<file path="src/rtl/core/dfp_pkg.sv">
`default_nettype none

package dfp_pkg;

  // Kinds of work that reach the conversion pipe.
  localparam logic [1:0] KIND_CHR = 2'd0;
  localparam logic [1:0] KIND_HEX = 2'd1;
  localparam logic [1:0] KIND_DEC = 2'd2;

  localparam logic [7:0] CH_NUL     = 8'h00;
  localparam logic [7:0] CH_PERCENT = 8'h25;
  localparam logic [7:0] CH_ZERO    = 8'h30;
  localparam logic [7:0] CH_UPPER_A = 8'h41;
  localparam logic [7:0] CH_LOW_X   = 8'h78;
  localparam logic [7:0] CH_UP_X    = 8'h58;
  localparam logic [7:0] CH_LOW_D   = 8'h64;
  localparam logic [7:0] CH_LOW_I   = 8'h69;
  localparam logic [7:0] CH_LOW_C   = 8'h63;
  localparam logic [7:0] CH_UP_C    = 8'h43;

  // Reciprocal constants for division by 100 and by 10.
  localparam logic [12:0] RECIP_100_LO = 13'd5242;  // x/100 ~ x*5242 >> 19, may be one low
  localparam logic [5:0]  RECIP_100_SM = 6'd41;     // x/100 = x*41 >> 12 for x < 1000
  localparam logic [7:0]  RECIP_10     = 8'd205;    // x/10  = x*205 >> 11 for x < 1029

  localparam int unsigned NUM_CHARS = 5;

  typedef struct packed {
    logic [7:0]  fmt_char;
    logic [15:0] arg_value;
  } fmt_in_t;

  typedef struct packed {
    logic [7:0] out_char;
    logic       last_of_run;
  } fmt_out_t;

  typedef struct packed {
    logic [1:0]  kind;
    logic [7:0]  ch;
    logic [15:0] val;
  } item_t;

  typedef struct packed {
    logic [NUM_CHARS-1:0][7:0] chars;
    logic [2:0]                last_idx;
  } job_t;

  function automatic logic [7:0] hex_ascii(input logic [3:0] d);
    logic [7:0] r;
    if (d < 4'd10) begin
      r = CH_ZERO + {4'd0, d};
    end else begin
      r = CH_UPPER_A + {4'd0, d} - 8'd10;
    end
    return r;
  endfunction

  // Splits a value below 100 into tens (upper nibble) and ones (lower nibble).
  function automatic logic [7:0] two_digits(input logic [6:0] x);
    logic [14:0] p;
    logic [3:0]  t;
    logic [6:0]  o;
    p = {8'd0, x} * {7'd0, RECIP_10};
    t = p[14:11];
    o = x - ({3'd0, t} * 7'd10);
    return {t, o[3:0]};
  endfunction

endpackage

`default_nettype wire

</file>
<file path="src/rtl/core/dfp_conv.sv">
`default_nettype none

module dfp_conv (
  input  wire logic          clk,
  input  wire logic          rst_n,
  input  wire logic          item_valid,
  input  wire dfp_pkg::item_t item,
  output logic               item_ready,
  input  wire logic          job_take,
  output logic               job_valid,
  output dfp_pkg::job_t      job
);

  logic           s1_v_r, s2_v_r, s3_v_r;
  dfp_pkg::item_t s1_r, s2_r, s3_r;
  logic [9:0]     s2_qe_r;
  logic [9:0]     s3_q_r;
  logic [6:0]     s3_rem_r;

  logic rdy1, rdy2, rdy3;

  logic [28:0] prod;
  logic [16:0] rem_full;
  logic [7:0]  rem8;
  logic [9:0]  q_fix;
  logic [6:0]  rem_fix;

  logic [15:0] hi_prod;
  logic [3:0]  d_top;
  logic [9:0]  q_rest;
  logic [7:0]  mid_pair;
  logic [7:0]  low_pair;

  assign rdy3 = job_take || !s3_v_r;
  assign rdy2 = !s2_v_r || rdy3;
  assign rdy1 = !s1_v_r || rdy2;
  assign item_ready = rdy1;

  // Quotient estimate by 100, corrected by one compare and subtract.
  assign prod     = {13'd0, s1_r.val} * {16'd0, dfp_pkg::RECIP_100_LO};
  assign rem_full = {1'b0, s2_r.val} - 17'({7'd0, s2_qe_r} * 17'd100);
  assign rem8     = rem_full[7:0];
  always_comb begin
    if (rem8 >= 8'd100) begin
      q_fix   = s2_qe_r + 10'd1;
      rem_fix = 7'(rem8 - 8'd100);
    end else begin
      q_fix   = s2_qe_r;
      rem_fix = rem8[6:0];
    end
  end

  assign hi_prod  = {6'd0, s3_q_r} * {10'd0, dfp_pkg::RECIP_100_SM};
  assign d_top    = hi_prod[15:12];
  assign q_rest   = s3_q_r - 10'({6'd0, d_top} * 10'd100);
  assign mid_pair = dfp_pkg::two_digits(q_rest[6:0]);
  assign low_pair = dfp_pkg::two_digits(s3_rem_r);

  always_comb begin
    job = '0;
    case (s3_r.kind)
      dfp_pkg::KIND_HEX: begin
        job.chars[0] = dfp_pkg::hex_ascii(s3_r.val[15:12]);
        job.chars[1] = dfp_pkg::hex_ascii(s3_r.val[11:8]);
        job.chars[2] = dfp_pkg::hex_ascii(s3_r.val[7:4]);
        job.chars[3] = dfp_pkg::hex_ascii(s3_r.val[3:0]);
        job.last_idx = 3'd3;
      end
      dfp_pkg::KIND_DEC: begin
        job.chars[0] = dfp_pkg::CH_ZERO + {4'd0, d_top};
        job.chars[1] = dfp_pkg::CH_ZERO + {4'd0, mid_pair[7:4]};
        job.chars[2] = dfp_pkg::CH_ZERO + {4'd0, mid_pair[3:0]};
        job.chars[3] = dfp_pkg::CH_ZERO + {4'd0, low_pair[7:4]};
        job.chars[4] = dfp_pkg::CH_ZERO + {4'd0, low_pair[3:0]};
        job.last_idx = 3'd4;
      end
      default: begin
        job.chars[0] = s3_r.ch;
        job.last_idx = 3'd0;
      end
    endcase
  end

  assign job_valid = s3_v_r;

  always_ff @(posedge clk) begin
    if (!rst_n) begin
      s1_v_r <= 1'b0;
      s2_v_r <= 1'b0;
      s3_v_r <= 1'b0;
    end else begin
      if (rdy1) begin
        s1_v_r <= item_valid;
      end
      if (rdy2) begin
        s2_v_r <= s1_v_r;
      end
      if (rdy3) begin
        s3_v_r <= s2_v_r;
      end
    end
  end

  always_ff @(posedge clk) begin
    if (rdy1) begin
      s1_r <= item;
    end
    if (rdy2) begin
      s2_r    <= s1_r;
      s2_qe_r <= prod[28:19];
    end
    if (rdy3) begin
      s3_r     <= s2_r;
      s3_q_r   <= q_fix;
      s3_rem_r <= rem_fix;
    end
  end

endmodule

`default_nettype wire

</file>
<file path="src/rtl/core/debug_format_printer.sv">
`default_nettype none

// Channel   Direction  Word        Handshake
// in_       input      fmt_in_t    in_valid / in_stall
// out_      output     fmt_out_t   out_valid / out_stall
//
// A new format word can be accepted in every cycle while in_stall is low. A word that prints
// passes three register stages (s1, s2, s3) into the output buffer. The output sends one
// character per cycle while out_stall is low (one for a plain or %c word, four for %x, five
// for %d), and that count sets the sustained rate. Reset (synchronous, active low) clears
// the pending-percent flag and all valid bits. An output stall holds the current character
// and backs up the stages one at a time until in_stall rises.

module debug_format_printer (
  input  wire logic             clk,
  input  wire logic             rst_n,
  input  wire logic             in_valid,
  input  wire dfp_pkg::fmt_in_t in_data,
  output logic                  in_stall,
  output logic                  out_valid,
  output dfp_pkg::fmt_out_t     out_data,
  input  wire logic             out_stall
);

  // Set by a '%' and cleared by the word after it or by a terminating zero.
  logic percent_pending_r, percent_pending_nxt;

  logic           in_fire;
  logic           item_valid;
  logic           item_ready;
  dfp_pkg::item_t item;

  logic          job_valid;
  logic          job_take;
  dfp_pkg::job_t job;

  // Output buffer: the characters of one word, sent one per cycle while out_stall is low.
  logic                                 job_v_r;
  logic [dfp_pkg::NUM_CHARS-1:0][7:0]   chars_r;
  logic [2:0]                           last_r;
  logic [2:0]                           pos_r;

  logic out_fire;
  logic at_last;

  assign in_stall = !item_ready;
  assign in_fire  = in_valid && item_ready;

  // Decode the format word against the pending flag. Words that produce no
  // characters (a '%', a terminating zero, an unknown conversion) update the
  // flag and go no further.
  always_comb begin
    percent_pending_nxt = percent_pending_r;
    item_valid          = 1'b0;
    item.kind           = dfp_pkg::KIND_CHR;
    item.ch             = in_data.fmt_char;
    item.val            = in_data.arg_value;
    if (in_valid) begin
      if (in_data.fmt_char == dfp_pkg::CH_NUL) begin
        percent_pending_nxt = 1'b0;
      end else if (!percent_pending_r) begin
        if (in_data.fmt_char == dfp_pkg::CH_PERCENT) begin
          percent_pending_nxt = 1'b1;
        end else begin
          item_valid = 1'b1;
        end
      end else begin
        percent_pending_nxt = 1'b0;
        if (in_data.fmt_char inside {dfp_pkg::CH_LOW_X, dfp_pkg::CH_UP_X}) begin
          item_valid = 1'b1;
          item.kind  = dfp_pkg::KIND_HEX;
        end else if (in_data.fmt_char inside {dfp_pkg::CH_LOW_D, dfp_pkg::CH_LOW_I}) begin
          item_valid = 1'b1;
          item.kind  = dfp_pkg::KIND_DEC;
        end else if (in_data.fmt_char inside {dfp_pkg::CH_LOW_C, dfp_pkg::CH_UP_C}) begin
          item_valid = 1'b1;
          item.ch    = in_data.arg_value[7:0];
        end
      end
    end
  end

  dfp_conv u_conv (
    .clk        (clk),
    .rst_n      (rst_n),
    .item_valid (item_valid),
    .item       (item),
    .item_ready (item_ready),
    .job_take   (job_take),
    .job_valid  (job_valid),
    .job        (job)
  );

  assign at_last   = (pos_r == last_r);
  assign out_fire  = job_v_r && !out_stall;
  // The buffer takes a new word when empty or when its last character leaves.
  assign job_take  = !job_v_r || (out_fire && at_last);

  assign out_valid            = job_v_r;
  assign out_data.out_char    = chars_r[pos_r];
  assign out_data.last_of_run = at_last;

  always_ff @(posedge clk) begin
    if (!rst_n) begin
      percent_pending_r <= 1'b0;
      job_v_r           <= 1'b0;
      pos_r             <= 3'd0;
    end else begin
      if (in_fire) begin
        percent_pending_r <= percent_pending_nxt;
      end
      if (job_take) begin
        job_v_r <= job_valid;
        pos_r   <= 3'd0;
      end else if (out_fire) begin
        pos_r <= pos_r + 3'd1;
      end
    end
  end

  always_ff @(posedge clk) begin
    if (job_take) begin
      chars_r <= job.chars;
      last_r  <= job.last_idx;
    end
  end

endmodule

`default_nettype wire

</file>
<file path="config.mk">
export PLATFORM = sky130hd
export DESIGN_NAME = debug_format_printer
export DESIGN_NICKNAME = d
export VERILOG_FILES = /design/src/rtl/core/dfp_pkg.sv /design/src/rtl/core/dfp_conv.sv /design/src/rtl/core/debug_format_printer.sv
export SDC_FILE = /design/constraint.sdc
export NUM_CORES = 1
export LEC_CHECK = 0
export ABC_AREA = 1
export BUFFER_PORTS_ARGS = -buffer_cell sky130_fd_sc_hd__buf_2
export CAP_MARGIN = 25
export CORE_ASPECT_RATIO = 0.5
export CORE_MARGIN = 4
export CORE_UTILIZATION = 55
export DETAILED_ROUTE_END_ITERATION = 8
export GPL_TIMING_DRIVEN = 0
export PLACE_DENSITY = 0.75
export SETUP_SLACK_MARGIN = 0.05
export SLEW_MARGIN = 20
export SYNTH_ARGS = -nofsm -noshare
export SYNTH_HDL_FRONTEND = slang
export SYNTH_SLANG_ARGS = --single-unit
</file>
<file path="constraint.sdc">
create_clock -name clk -period 6.9 [get_ports clk]
set_clock_uncertainty 0.05 [all_clocks]
set_input_delay 1.38 -clock clk [delete_from_list [all_inputs] [get_ports clk]]
set_output_delay 1.38 -clock clk [all_outputs]
set_load 0.1 [all_outputs]
</file>
# --- Yosys cells after proc, flatten, opt, wreduce, memory -nomap -nowiden ---
# Index checks and enable logic that the tools add are counted.
word_totals:
  reg_bits: 156
  wordCells: 125
  out_inout_bits: 11
  in_bits: 28
classes:
  n_reduce_logical: 21
  addsub: 24
  magnitude_cmp: 6
  muxes: 28
  n_mul: 8
  n_bitwise: 3
  eq_ne: 10
op_table:
  columns: ["cell", "n"]
  rows:
  - ["$mux W8", 11]
  - ["$add A6 B4 Y7 const A", 9]
  - ["$eq A8 B7 Y1 const B", 6]
  - ["$pmux W24 S2", 1]
  - ["$add A7 B4 Y8 const A", 4]
  - ["$sub A8 B4 Y8 const B", 4]
  - ["$mul A7 B8 Y15 const B", 2]
  - ["$mul A16 B12 Y28 const B", 1]
  - ["$bmux W8 S3", 1]
  - ["$pmux W11 S2", 1]
  - ["$lt A4 B4 Y1 const B", 4]
  - ["$mul A10 B6 Y16 const B", 1]
  - ["$mux W1", 11]
  - ["$add A10 B1 Y10 const B", 1]
  - ["$mul A10 B5 Y6 const B", 1]
  - ["$mux W10", 1]
  - ["$eq A8 B6 Y1 const B", 1]
  - ["$ge A8 B7 Y1 const B", 1]
  - ["$logic_not A8 Y1", 1]
  - ["$mul A4 B3 Y3 const B", 2]
  - ["$sub A4 B4 Y4", 2]
  - ["$sub A8 B8 Y8", 1]
  - ["$mux W7", 1]
  - ["$sub A7 B7 Y7", 1]
  - ["17 further kinds", 31]

# --- Depth between registers and ports, before layout ---
depth:
  word_depth: 9
  depth_mapped: 50
  mapped_depth_nobuf: 50

# --- Cells and area by module ---
# From an unflattened synthesis, not the netlist that was laid out.
unflattened:
  cells_unflattened: 1451
  area_unflattened_um2: 13604.3
modules_own_cells:
  columns: ["mod", "n_inst", "area_per_inst_um2", "cells_per_inst", "seq_area_each_um2"]
  rows:
  - ["dfp_conv", 1, 11292.1, 1206, 3153.0]
  - ["debug_format_printer", 1, 2312.2, 245, 1391.3]

# --- Worst setup path before layout ---
# No wires, ideal clock.
synth_path:
  path_type: "register to register"
  start: "reg u_conv.s3_q_r[3]"
  end: "reg chars_r[19] in the netlist's numbering (data pin)"
  period_less_slack_ps: 7229
  slack_ps: -329
  t_required_ps: 6597
  path_buffers: 0
  setup_ps: 253
  arrival_time_ps: 6925
  path_stages_with_launch: 45
  cell_sequence: "edfxtp_1 ha_1 fa_1 ha_1 ha_1 a21oi_1 nor2_1 o21ai_0 nand4_1 nand2_1 inv_1 ha_1 inv_1 ha_1 nand2_1 nand2_1 a31oi_1 nand3_1 (+9 left out) inv_1 ha_1 nand2_1 inv_1 nand2_1 nand2_1 nand2_1 nand3_1 nand2_1 inv_1 ha_1 fa_1 inv_1 nand3_1 nand2_1 nand2_1 nand3_1 nand2_1"
synth_between:
  elab_chain_len: 8
synth_lines:
  columns: ["item", "line", "source"]
  rows:
  - ["from (decl)", "dfp_conv.sv:17", "logic [9:0] s3_q_r;"]
  - ["from (signal assigned)", "dfp_conv.sv:114", "s3_q_r <= q_fix;"]
  - ["$mul A10 B6 Y16", "dfp_conv.sv:53", "assign hi_prod = {6'd0, s3_q_r} * {10'd0, dfp_pkg::RECIP_100_SM};"]
  - ["$mul A4 B5 Y5", "dfp_conv.sv:55", "assign q_rest = s3_q_r - 10'({6'd0, d_top} * 10'd100);"]
  - ["$sub A7 B7 Y7 (*)", "dfp_conv.sv:55", null]
  - ["$mul A7 B8 Y15", "dfp_pkg.sv:64", "p = {8'd0, x} * {7'd0, RECIP_10};"]
  - ["$mul A4 B3 Y3", "dfp_pkg.sv:66", "o = x - ({3'd0, t} * 7'd10);"]
  - ["$sub A4 B4 Y4 (*)", "dfp_pkg.sv:66", null]
  - ["$add A6 B4 Y7 (*)", "dfp_conv.sv:72", "job.chars[2] = dfp_pkg::CH_ZERO + {4'd0, mid_pair[3:0]};"]
  - ["$pmux W24 S2 (*)", "dfp_conv.sv:61", "case (s3_r.kind)"]
  - ["to (signal assigned)", "debug_format_printer.sv:123", "chars_r <= job.chars;"]
  - ["to (decl)", "debug_format_printer.sv:39", "logic [dfp_pkg::NUM_CHARS-1:0][7:0] chars_r;"]
# Every way passes the cells marked *; elsewhere a longest branch is shown, timed or not.
# A chain may end at the register's enable or synchronous reset.

# --- Final worst setup path ---
layout_path:
  start: "reg u_conv.s3_q_r[7]"
  end: "reg chars_r[19] in the netlist's numbering (data pin)"
layout_between:
  elab_chain_len: 8
layout_lines:
  columns: ["item", "line"]
  rows:
  - ["$mul A10 B6 Y16 (*)", "dfp_conv.sv:53"]
  - ["$mul A4 B5 Y5 (*)", "dfp_conv.sv:55"]
  - ["$sub A7 B7 Y7 (*)", "dfp_conv.sv:55"]
  - ["$mul A7 B8 Y15", "dfp_pkg.sv:64"]
  - ["$mul A4 B3 Y3", "dfp_pkg.sv:66"]
  - ["$sub A4 B4 Y4 (*)", "dfp_pkg.sv:66"]
  - ["$add A6 B4 Y7 (*)", "dfp_conv.sv:72"]
  - ["$pmux W24 S2 (*)", "dfp_conv.sv:61"]
# Marks and branches as above.

==> impl_metrics.env <==
export IMPL_arrival_ps=7700
export IMPL_nets=1816
export IMPL_synthFlopType="edfxtp_1"
export IMPL_syn_nets=1693
export IMPL_cts_tree="yes"
export IMPL_cap_viol_max_count=0
export IMPL_holdWs_ps=365
export IMPL_crit_required_ps=7030
export IMPL_fin_tns_setup_ps=-2010
export IMPL_syn_area_um2=13100
export IMPL_fin_crit_ps=7570
export IMPL_drtPass1Iterations=5
export IMPL_synthArstFlopShare=0
export IMPL_holdCritPathClass="reg -> reg"
export IMPL_diodes=0
export IMPL_grt_pass1_wl_um=51800
export IMPL_layout_setup_ws_ps=-671
export IMPL_dieHeight_um=117
export IMPL_routed_wirelength_um=33600
export IMPL_crit_top_cell="nand2_1"
export IMPL_rsz0062_at_grt="yes"
export IMPL_slowest_delay_ps=470
export IMPL_synth_edf_count=139
export IMPL_via_count=10300
export IMPL_final_cell_area_um2=15400
export IMPL_antenna_found_initial=0
export IMPL_violations="setup timing"
export IMPL_cts_buffers_inserted=17
export IMPL_cp_end_kind="flop"
export IMPL_core_um2=23100
export IMPL_grt_max_degree=38
export IMPL_hold_viol=0
export IMPL_gr_total_overflow=0
export IMPL_grt_util_met3=0.0359
export IMPL_drt_initial_drc_count=884
export IMPL_path_class="reg -> reg"
export IMPL_cts_clk_slew_worst_paths_ps=70
export IMPL_clock_fmax_mhz=132
export IMPL_cp_start_kind="flop"
export IMPL_cp_top_family="adder cells"
export IMPL_status="complete, but fails checks"
export IMPL_worst_pin_slew_ps=861
export IMPL_drv_slew=0
export IMPL_drive_gt1_frac=0.178
export IMPL_io_pins=39
export IMPL_clock_path_buffers=2
export IMPL_initial_core_util=0.566
export IMPL_cp_slowest_cell="fa_1"
export IMPL_ctsHtreeMaxLevel=4
export IMPL_dp_cells=1704
export IMPL_rows=39
export IMPL_drc=0
export IMPL_grt_use_met1=0.337
export IMPL_area_growth_pct=17.8
export IMPL_grt_use_met2=0.423
export IMPL_top_usage_layer="met2"
export IMPL_cp_max_fo=3
export IMPL_grt_pass1_vias=10400
export IMPL_hpwlAfterDp_um=23900
export IMPL_clockRootBuffer="clkbuf_16"
export IMPL_place_area_um2=13800
export IMPL_dieArea_um2=26500
export IMPL_synth_seq_cells=147
export IMPL_io_buffers=38
export IMPL_relSlewSlack=0.424
export IMPL_die_x_um=226
export IMPL_setup_violations=5
export IMPL_ys_warn_count=0
export IMPL_drtAntennaViolNets=0
export IMPL_postCtsHoldBufs=0
export IMPL_clk_latency_ps=430
export IMPL_globalRouteTotalUtil=0.250
export IMPL_final_cells=1800
export IMPL_synthDistinctLibCells=55
export IMPL_synth_cells=1357
export IMPL_wire_per_inst_um=18.7
export IMPL_path_buf_inv=6
export IMPL_synth_avg_cell_area_um2=9.65
export IMPL_finalCritPeriodShare=1.10
export IMPL_gp_congestion=0.900
export IMPL_vias_per_cell=5.71
export IMPL_cts_sink_count=147
export IMPL_ys_seq_area_frac=0.331
[final timing paths]
path	startpoint	endpoint	cells past startpoint	slack [ps]
worst max-delay path	u_conv.s3_q_r[7]	chars_r[19]	41	-670
worst min-delay path	u_conv.s1_r[16]	u_conv.s2_r[16]	0	370
worst max register to register	u_conv.s3_q_r[7]	chars_r[19]	41	-670
worst min register to register	u_conv.s1_r[16]	u_conv.s2_r[16]	0	370
[Yosys cell counts, types with 2 or more instances]
cell	number	area share
xnor2_1	7	0.0047
a21o_1	6	0.0034
nor4_1	6	0.0029
o21a_1	2	0.0011
a31o_2	6	0.0040
a211oi_1	2	0.0011
o31ai_1	2	0.0011
ha_1	223	0.21
xor2_1	27	0.018
inv_1	263	0.075
o22ai_1	4	0.0019
nand3_1	52	0.020
edfxtp_1	139	0.32
or2_2	2	0.00096
nand4_1	17	0.0081
a221o_1	2	0.0015
fa_1	85	0.13
nand3_2	2	0.0015
a21oi_1	64	0.024
buf_6	2	0.0017
o211ai_1	6	0.0034
o21bai_1	6	0.0034
nand2_1	230	0.066
dfxtp_1	8	0.012
nand3b_1	2	0.0011
nor2_1	68	0.019
and3_1	2	0.00096
a32oi_1	2	0.0013
nand2_2	2	0.00096
nor3_1	8	0.0031
o21ai_0	57	0.022
a31oi_1	8	0.0038
o221ai_1	2	0.0013
clkbuf_1	6	0.0017
a221oi_1	6	0.0040
o21ai_2	12	0.0080
[final cells by class]
class	instances	area (µm²)
Multi-Input combinational cell	934	8290
Inverter	265	1000
Sequential cell	147	4330
Fill cell	1667	7710
Buffer	11	77.6
Timing Repair Buffer	104	757
Tap cell	307	384
Clock inverter	13	149
Clock buffer	19	433
[flip-flops by register name, summed over array words and instances (netlist names)]
name and cells:
chars_r 34, u_conv.s1_r 26, u_conv.s2_r 26, u_conv.s3_r 24, u_conv.s2_qe_r 10, u_conv.s3_q_r 10, u_conv.s3_rem_r 7, pos_r 3
last_r 2, out_valid 1, percent_pending_r 1, u_conv.job_valid 1, u_conv.s1_v_r 1, u_conv.s2_v_r 1
[through the flow]
step                      setup WS (ps)  utilization
final                              -671        0.667
after global routing               -880        0.667
after CTS                          -357        0.653
after detailed placement           -928        0.597
after global placement             -792        0.595
after floorplan                   -35.3            -
[placed cells by master (no fill, tap or decap), types with 9 or more instances in the layout]
cell,netlist,final
o21ai_2,12,13
a21oi_1,64,60
clkbuf_16,0,17
inv_1,263,247
ha_1,223,195
fa_1,85,82
buf_2,1,39
edfxtp_1,139,139
o21ai_0,57,50
inv_2,1,15
nor2_1,68,63
nand4_1,17,17
buf_4,1,57
ha_4,0,28
xor2_1,27,25
nand2_2,2,21
nand2_1,230,208
nand3_1,52,45
buf_6,2,9
[metal layers]
layer / routed length (µm) / share of wire
met5: 0 / 0
met4: 1330 / 0.040
met3: 2140 / 0.064
met2: 15600 / 0.46
met1: 14600 / 0.43
[logic make-up after synthesis]
group | after synthesis | synth area share
simple gates | 400 | 0.132
fa+ha+maj | 308 | 0.343
buf+inv | 276 | 0.0819
compound gates | 192 | 0.0892
flops | 147 | 0.331
xor+xnor | 34 | 0.0227
[repair_timing]
item | CTS | global route
pin swaps | 25 | 36
setup buffers | 59 | 13
resized for setup | 45 | 60
setup endpoints to repair | 7 | 8
Power is left out: the tool's default activity adds up to more than one toggle a clock period on the data nets, which glitch-free logic cannot reach.
